$ cat config.mk
export PLATFORM = sky130hd
export DESIGN_NAME = json_string_unescape_utf8
export DESIGN_NICKNAME = d
export VERILOG_FILES = /design/src/jsu_pkg.sv /design/src/json_string_unescape_utf8.sv
export SDC_FILE = /design/constraint.sdc
export NUM_CORES = 1
export LEC_CHECK = 0
export BUFFER_PORTS_ARGS = -buffer_cell sky130_fd_sc_hd__buf_4
export CORE_AREA = 4 4 127 129
export DETAILED_ROUTE_END_ITERATION = 6
export DIE_AREA = 0 0 131 133
export PLACE_DENSITY = 0.43
export SLEW_MARGIN = 20
export SYNTH_ARGS = -nofsm -noshare
export SYNTH_HDL_FRONTEND = slang
export SYNTH_SLANG_ARGS = --single-unit
$ cat constraint.sdc
create_clock -name clk -period 3.3 [get_ports clk]
set_input_delay 0.33 -clock clk [delete_from_list [all_inputs] [get_ports clk]]
set_output_delay 0.33 -clock clk [all_outputs]
set_load 0.02 [all_outputs]
$ cat src/jsu_pkg.sv
`default_nettype none
package jsu_pkg;

  typedef enum logic [2:0] {
    MODE_IDLE    = 3'd0,
    MODE_BODY    = 3'd1,
    MODE_ESC     = 3'd2,
    MODE_HEX     = 3'd3,
    MODE_WANT_BS = 3'd4,
    MODE_WANT_U  = 3'd5,
    MODE_HEX2    = 3'd6
  } mode_t;

  typedef enum logic [1:0] {
    KIND_BYTE  = 2'd0,
    KIND_DONE  = 2'd1,
    KIND_ERROR = 2'd2
  } kind_t;

  typedef enum logic [2:0] {
    ERR_NONE      = 3'd0,
    ERR_BAD_HEX   = 3'd1,
    ERR_BAD_SURR  = 3'd2,
    ERR_NO_QUOTE  = 3'd3,
    ERR_BAD_ESC   = 3'd4,
    ERR_CTRL_CHAR = 3'd5
  } err_t;

  typedef struct packed {
    logic [7:0] data;
    kind_t      kind;
    err_t       code;
    logic       last;
  } res_t;

  localparam logic [7:0] CH_QUOTE = 8'h22;
  localparam logic [7:0] CH_BSLASH = 8'h5C;
  localparam logic [7:0] CH_SLASH = 8'h2F;
  localparam logic [7:0] CH_U = 8'h75;
  localparam logic [7:0] CH_SPACE = 8'h20;
  localparam logic [15:0] SURR_HI_LO = 16'hD800;
  localparam logic [15:0] SURR_HI_HI = 16'hDBFF;
  localparam logic [15:0] SURR_LO_LO = 16'hDC00;
  localparam logic [15:0] SURR_LO_HI = 16'hDFFF;
  localparam logic [20:0] SUPP_BASE = 21'h10000;

  // {valid, value} of one ASCII hex digit
  function automatic logic [4:0] hex_digit(input logic [7:0] b);
    logic [4:0] r;
    r = 5'd0;
    if (b inside {[8'h30:8'h39]}) r = {1'b1, b[3:0]};
    else if (b inside {[8'h41:8'h46], [8'h61:8'h66]}) r = {1'b1, b[3:0] + 4'd9};
    return r;
  endfunction

endpackage
`default_nettype wire

$ cat src/json_string_unescape_utf8.sv
// A result is registered and appears in the cycle after its text byte is accepted.
// Up to one text byte per cycle while out_ready is high; a \u escape that yields
// several UTF-8 bytes holds the input while the 4-entry result buffer drains.
// Rate is set by the single output port draining the result buffer.
// Reset (rst_n low, synchronous): parser idle, hex/surrogate state cleared,
// result buffer empty.
`default_nettype none
module json_string_unescape_utf8
  import jsu_pkg::*;
(
  input  wire logic       clk,
  input  wire logic       rst_n,
  input  wire logic       in_valid,
  output      logic       in_ready,
  input  wire logic [7:0] in_text_byte,
  input  wire logic       in_start_req,
  output      logic       out_valid,
  input  wire logic       out_ready,
  output      logic [7:0] out_out_byte,
  output      logic [1:0] out_kind,
  output      logic [2:0] out_error_code,
  output      logic       out_last
);

  // Parser state
  mode_t       mode_r, mode_nxt;
  logic [15:0] hex_r, hex_nxt;
  logic [1:0]  hcnt_r, hcnt_nxt;
  logic [9:0]  hsur_r, hsur_nxt;

  // Result buffer: loaded whole on a request, drained one entry a cycle while out_ready is high
  res_t        buf_r [4];
  res_t        res [4];
  logic [2:0]  nres;
  logic [1:0]  rd_r;
  logic [2:0]  cnt_r;

  logic        in_fire, out_fire;
  logic [4:0]  hd;
  logic [15:0] full;
  logic [20:0] cp;
  logic [20:0] surr_cp;

  assign out_valid = (cnt_r != 3'd0);
  assign out_fire  = out_valid && out_ready;
  // Take a new request when the buffer is empty or its final entry leaves now
  assign in_ready  = (cnt_r == 3'd0) || ((cnt_r == 3'd1) && out_ready);
  assign in_fire   = in_valid && in_ready;

  assign hd      = hex_digit(in_text_byte);
  assign full    = {hex_r[11:0], hd[3:0]};
  assign surr_cp = {1'b0, hsur_r, full[9:0]} + SUPP_BASE;

  function automatic res_t mk(input logic [7:0] d, input kind_t k, input err_t c);
    res_t r;
    r.data = d;
    r.kind = k;
    r.code = c;
    r.last = 1'b0;
    return r;
  endfunction

  // Decode one request: next parser state plus up to four results
  always_comb begin
    mode_nxt = mode_r;
    hex_nxt  = hex_r;
    hcnt_nxt = hcnt_r;
    hsur_nxt = hsur_r;
    nres     = 3'd0;
    cp       = {5'd0, full};
    for (int i = 0; i < 4; i++) res[i] = mk(8'h00, KIND_BYTE, ERR_NONE);

    if (in_start_req) begin
      mode_nxt = MODE_BODY;
      hex_nxt  = '0;
      hcnt_nxt = '0;
      hsur_nxt = '0;
    end else begin
      case (mode_r)
        MODE_IDLE: begin
          // ignore text outside a string
        end
        MODE_BODY: begin
          if (in_text_byte == CH_QUOTE) begin
            mode_nxt = MODE_IDLE;
            res[0]   = mk(8'h00, KIND_DONE, ERR_NONE);
            nres     = 3'd1;
          end else if (in_text_byte == CH_BSLASH) begin
            mode_nxt = MODE_ESC;
          end else if (in_text_byte == 8'h00) begin
            mode_nxt = MODE_IDLE;
            res[0]   = mk(8'h00, KIND_ERROR, ERR_NO_QUOTE);
            nres     = 3'd1;
          end else if (in_text_byte < CH_SPACE) begin
            mode_nxt = MODE_IDLE;
            res[0]   = mk(8'h00, KIND_ERROR, ERR_CTRL_CHAR);
            nres     = 3'd1;
          end else begin
            res[0] = mk(in_text_byte, KIND_BYTE, ERR_NONE);
            nres   = 3'd1;
          end
        end
        MODE_ESC: begin
          mode_nxt = MODE_BODY;
          nres     = 3'd1;
          case (in_text_byte)
            CH_QUOTE, CH_BSLASH, CH_SLASH: res[0] = mk(in_text_byte, KIND_BYTE, ERR_NONE);
            8'h62: res[0] = mk(8'h08, KIND_BYTE, ERR_NONE);
            8'h66: res[0] = mk(8'h0C, KIND_BYTE, ERR_NONE);
            8'h6E: res[0] = mk(8'h0A, KIND_BYTE, ERR_NONE);
            8'h72: res[0] = mk(8'h0D, KIND_BYTE, ERR_NONE);
            8'h74: res[0] = mk(8'h09, KIND_BYTE, ERR_NONE);
            CH_U: begin
              mode_nxt = MODE_HEX;
              hex_nxt  = '0;
              hcnt_nxt = '0;
              nres     = 3'd0;
            end
            8'h00: begin
              mode_nxt = MODE_IDLE;
              res[0]   = mk(8'h00, KIND_ERROR, ERR_NO_QUOTE);
            end
            default: begin
              mode_nxt = MODE_IDLE;
              res[0]   = mk(8'h00, KIND_ERROR, ERR_BAD_ESC);
            end
          endcase
        end
        MODE_HEX, MODE_HEX2: begin
          if (!hd[4]) begin
            mode_nxt = MODE_IDLE;
            res[0]   = mk(8'h00, KIND_ERROR, ERR_BAD_HEX);
            nres     = 3'd1;
          end else if (hcnt_r != 2'd3) begin
            hex_nxt  = full;
            hcnt_nxt = hcnt_r + 2'd1;
          end else begin
            hex_nxt  = '0;
            hcnt_nxt = '0;
            if (mode_r == MODE_HEX && full >= SURR_HI_LO && full <= SURR_HI_HI) begin
              hsur_nxt = full[9:0];
              mode_nxt = MODE_WANT_BS;
            end else if (mode_r == MODE_HEX2 && (full < SURR_LO_LO || full > SURR_LO_HI)) begin
              mode_nxt = MODE_IDLE;
              res[0]   = mk(8'h00, KIND_ERROR, ERR_BAD_SURR);
              nres     = 3'd1;
            end else begin
              mode_nxt = MODE_BODY;
              if (mode_r == MODE_HEX2) begin
                cp       = surr_cp;
                hsur_nxt = '0;
              end
              // UTF-8 encode the code point
              if (cp <= 21'h7F) begin
                res[0] = mk(cp[7:0], KIND_BYTE, ERR_NONE);
                nres   = 3'd1;
              end else if (cp <= 21'h7FF) begin
                res[0] = mk({3'b110, cp[10:6]}, KIND_BYTE, ERR_NONE);
                res[1] = mk({2'b10, cp[5:0]}, KIND_BYTE, ERR_NONE);
                nres   = 3'd2;
              end else if (cp <= 21'hFFFF) begin
                res[0] = mk({4'b1110, cp[15:12]}, KIND_BYTE, ERR_NONE);
                res[1] = mk({2'b10, cp[11:6]}, KIND_BYTE, ERR_NONE);
                res[2] = mk({2'b10, cp[5:0]}, KIND_BYTE, ERR_NONE);
                nres   = 3'd3;
              end else begin
                res[0] = mk({5'b11110, cp[20:18]}, KIND_BYTE, ERR_NONE);
                res[1] = mk({2'b10, cp[17:12]}, KIND_BYTE, ERR_NONE);
                res[2] = mk({2'b10, cp[11:6]}, KIND_BYTE, ERR_NONE);
                res[3] = mk({2'b10, cp[5:0]}, KIND_BYTE, ERR_NONE);
                nres   = 3'd4;
              end
            end
          end
        end
        MODE_WANT_BS: begin
          if (in_text_byte == CH_BSLASH) begin
            mode_nxt = MODE_WANT_U;
          end else begin
            mode_nxt = MODE_IDLE;
            res[0]   = mk(8'h00, KIND_ERROR, ERR_BAD_SURR);
            nres     = 3'd1;
          end
        end
        MODE_WANT_U: begin
          if (in_text_byte == CH_U) begin
            mode_nxt = MODE_HEX2;
            hex_nxt  = '0;
            hcnt_nxt = '0;
          end else begin
            mode_nxt = MODE_IDLE;
            res[0]   = mk(8'h00, KIND_ERROR, ERR_BAD_SURR);
            nres     = 3'd1;
          end
        end
        default: mode_nxt = MODE_IDLE;
      endcase
      // any error drops the partial escape state
      if (nres == 3'd1 && res[0].kind == KIND_ERROR) begin
        hex_nxt  = '0;
        hcnt_nxt = '0;
        hsur_nxt = '0;
      end
    end

    // flag the final result of this request
    for (int i = 0; i < 4; i++) begin
      if (nres == 3'(i + 1)) res[i].last = 1'b1;
    end
  end

  always_ff @(posedge clk) begin
    if (!rst_n) begin
      mode_r <= MODE_IDLE;
      hex_r  <= '0;
      hcnt_r <= '0;
      hsur_r <= '0;
      rd_r   <= '0;
      cnt_r  <= '0;
    end else if (in_fire) begin
      mode_r <= mode_nxt;
      hex_r  <= hex_nxt;
      hcnt_r <= hcnt_nxt;
      hsur_r <= hsur_nxt;
      rd_r   <= '0;
      cnt_r  <= nres;
    end else if (out_fire) begin
      rd_r  <= rd_r + 2'd1;
      cnt_r <= cnt_r - 3'd1;
    end
  end

  // payload entries load with each request
  always_ff @(posedge clk) begin
    if (in_fire) begin
      for (int i = 0; i < 4; i++) buf_r[i] <= res[i];
    end
  end

  assign out_out_byte   = buf_r[rd_r].data;
  assign out_kind       = buf_r[rd_r].kind;
  assign out_error_code = buf_r[rd_r].code;
  assign out_last       = buf_r[rd_r].last;

`ifndef SYNTHESIS
  a_cnt_range: assert property (@(posedge clk) disable iff (!rst_n)
    cnt_r <= 3'd4) else $error("result count out of range");

  a_accept_drained: assert property (@(posedge clk) disable iff (!rst_n)
    in_fire |-> (cnt_r == 3'd0 || (cnt_r == 3'd1 && out_fire)))
    else $error("request taken over pending results");

  a_last_is_final: assert property (@(posedge clk) disable iff (!rst_n)
    out_valid |-> (out_last == (cnt_r == 3'd1)))
    else $error("last flag does not match buffer fill");

  a_status_last: assert property (@(posedge clk) disable iff (!rst_n)
    (out_valid && out_kind != KIND_BYTE) |-> (out_last && rd_r == 2'd0))
    else $error("done or error result not alone");

  a_err_idle: assert property (@(posedge clk) disable iff (!rst_n)
    (in_fire && !in_start_req && nres != 3'd0 && res[0].kind == KIND_ERROR)
      |=> (mode_r == MODE_IDLE)) else $error("parser not idle after error");
`endif

endmodule
`default_nettype wire

==> qor.csv <==
stage,metric,value,unit
status,outcome,"complete, no violations",
finish,utilization,34.27,%
placed_design,port_buffers,28,
setup_path,critPathRequiredTime,3.34,ns
synth,ys.flop_type,edfxtp_1,
global_route,first_global_vias,3539,
clock_network,cts_tree,done,
setup_path,r2r-end,buf_r[0][11],
setup_path,reg2reg_depth,7,
detailed_routing,firstDrtPassIters,5,
clock_network,clock-sinks,72,
finish,syn2layout_area_growth,15.48,%
worst_hold_path,hold_depth,3,
synth,synth_area_leaders,"edfxtp_1, dfxtp_1, mux4_2",
clock_network,cts_setup_buffers,0,
timing,fin_skew,0.008420,ns
synth,synth_fp_nets,489,
clock_network,clk_latency,0.33,ns
synth,synth_edf_count,38,
finish,num-fill-cells,1502,
timing,rsz0062_at_grt,no,
timing,worst_pin_slew,0.8818,ns
power_and_ir_drop,peakVddDrop,232.0,uV
clock_network,ctsResizeCount,0,
synth,ys_seq_area_share,40.84,%
setup_path,r2r-start,hsur_r[6],
floorplanning,die_w,131,microns
clock_network,clk_pin_slew,0.06,ns
global_route,use_met1,22.28,%
global_route,top_usage_layer,met2,
floorplanning,core_area,0.01503,sq mm
detailed_routing,viasPerCell,5.512,
floorplanning,start_util,29.67,%
global_route,antenna_found_initial,0,
placed_design,gp_congestion,0.8375,
synth,syn_area,0.004461,sq mm
setup_path,cp_slowest_cell,a2111oi_1,
timing,min_period_over_period,83.24,%
global_route,use_met2,23.62,%
placed_design,hpwl,10190,microns
setup_path,crit_arrival,2.79,ns
detailed_routing,detail_route.wl_per_cell,19.23,microns
clock_network,htree_num_levels,3,
synth,yosysTopAreaCellShare,25.58,%
clock_network,root_buffer,clkbuf_16,
timing,fmax,364.0,MHz
finish,final_cells,684,
floorplanning,io_pins,29,
finish,final_nets,513,
detailed_routing,vias,3770,
finish,antenna_cells,0,
global_route,overflow,0,
detailed_routing,drtIter0Drc,294,
setup_path,r2r_setup_slack,0.55,ns
setup_path,cp-start-kind,flop,
placed_design,placed_cells,668,
worst_hold_path,hold_class,primary input to flop,
clock_network,max-clock-path-buffers,2,
finish,final_layout_size_suffix_gt1_share,16.94,%
finish,seqCellArea,0.001822,sq mm
global_route,grt_pass1_wl,20740,microns
synth,async_flop_share,0,%
timing,setup_viol,0,
detailed_routing,wirelength,13150,microns
setup_path,critPathMaxStageDelay,0.55,ns
setup_path,critPathKind,flop to flop,
timing,period_needed,2.747,ns
synth,synthTopCellsByCount,"nand2_1, edfxtp_1, nor2_1",
global_route,grtUsageTotal,15.35,%
worst_hold_path,min-delay-start,rst_n,
global_route,grt_max_degree,41,
detailed_routing,ant_nets,0,
synth,yosysTopAreaCell,edfxtp_1,
timing,hold_viol,0,
finish,multi_input_area,0.002395,sq mm
worst_hold_path,whs_endpoint,hcnt_r[1],
floorplanning,die_area,0.01742,sq mm
synth,synth_cells,467,
synth,ys_seq_elements,72,
timing,tns,0,ns
clock_network,cts_inserted_buffers,9,
global_route,globalRouteMet3Util,2.624,%
floorplanning,die_height,133,microns
synth,ys_types,84,
setup_path,crit_fanout,4,
setup_path,path_cells,ha_1 -> or3b_2 -> a2111oi_1 -> nor2_1 -> a21o_1 -> a22oi_1 -> nor2_1,
flow_run,maxCapViolations,0,
floorplanning,rows,45,
power_and_ir_drop,power_density,518.7,mW/mm^2
clock_network,cts_hold_buf,0,
setup_path,end_kind,flop,
detailed_routing,drc,0,
setup_path,cp_common_cell,nor2_1,
timing,relSlewSlack,41.22,%
timing,drv_slew,0,
synth,synth.most_common_cell,nand2_1,
power_and_ir_drop,total_leakage_power,1.794,nW
setup_path,cp-startpoint,hsur_r[6],
synth,syn_area_per_cell,9.551,sq um
synth,ys_warn_count,0,
## metal layers
metal	vias to the layer above	routed length [microns]
met5	-	0
met4	0	233
li1	1821	-
met3	21	577
met2	112	6064
met1	1816	6275
## where the power goes
group,total (mW),internal [mW],switching (mW)
Sequential,1.14,1.09,0.0536
Combinational,0.559,0.225,0.334
Clock,0.975,0.602,0.372
## sequential cells by signal, summed over array words and instances, names as in the netlist, named ones only
signal  flops
hex_r      12
hsur_r     10
mode_r      3
cnt_r       3
hcnt_r      2
rd_r        2
buf_r      38
## final cells by class
class                   count  area share (%)
repair buffers             40           5.829
inverters                  25           1.822
well taps                 188           4.566
clock buffers              13           5.489
flip-flops and latches     72           35.37
clock inverters             3          0.4372
multi-input cells         343           46.49
## kinds of logic after synthesis
| family | after synthesis | synth area share (%) |
|---|---|---|
| AND/OR/NAND/NOR | 179 | 22.86 |
| AO/OA/AOI/OAI | 138 | 22.36 |
| flip-flops | 72 | 40.84 |
| buffers and inverters | 52 | 5.470 |
| multiplexers | 12 | 4.965 |
| adder cells (fa/ha/maj) | 9 | 2.525 |
| XOR/XNOR | 5 | 0.9817 |
## metrics by stage
step	hold WS, ns	total power [mW]	instance area [sq um]	setup WS [ns]
after floorplan	0.4346	1.514	4461	0.3113
after global placement	0.4722	1.728	4846	0.3973
after detailed placement	0.4751	1.728	4846	0.4210
after CTS	0.3456	2.706	5151	0.5137
after global routing	0.3732	2.793	5151	0.4052
final	0.3503	2.672	5151	0.5530
## worst max-delay path: cells and delay by family (launching register included)
kind	cells	cell delay [ns]
simple gates	3	0.78
flops	1	0.34
compound gates	3	0.97
fa+ha+maj	1	0.35
## layout by cell type (no fill, tap or decap), types with 3 or more instances in the layout
cell	synthesis	routed
nand2_1	46	46
mux2i_1	3	3
a22oi_1	5	5
mux4_2	8	8
nor2_1	35	35
a31oi_1	6	6
o22ai_1	6	6
a211o_1	3	3
inv_1	25	25
o2bb2ai_1	7	7
xnor2_1	4	4
a21oi_1	30	30
nor3_1	10	10
a211oi_1	7	7
dfxtp_1	34	34
buf_4	3	40
o31ai_1	4	4
and3_1	4	4
or3_1	7	7
and2_1	14	14
o21ai_0	17	17
edfxtp_1	38	38
nor3b_1	4	4
nand2b_1	4	4
nand4_1	3	3
clkbuf_16	0	11
nand3b_1	8	8
a22o_1	12	12
o211ai_1	3	3
and3b_1	3	3
nand4bb_1	3	3
nor4b_2	3	3
and4b_1	5	5
nand3_1	9	9
ha_1	9	9
a221oi_1	3	3
## worst max path at each step
stage,endpoint,slack [ns],cells after the start
6_report,buf_r[0][11],0.55,7
5_1_grt,buf_r[0][12],0.41,6
4_1_cts,buf_r[0][12],0.51,6
3_5_place_dp,hcnt_r[0],0.42,9
3_3_place_gp,hcnt_r[0],0.40,9
2_1_floorplan,mode_r[1],0.31,9
Power figures use the tool's default switching activity.
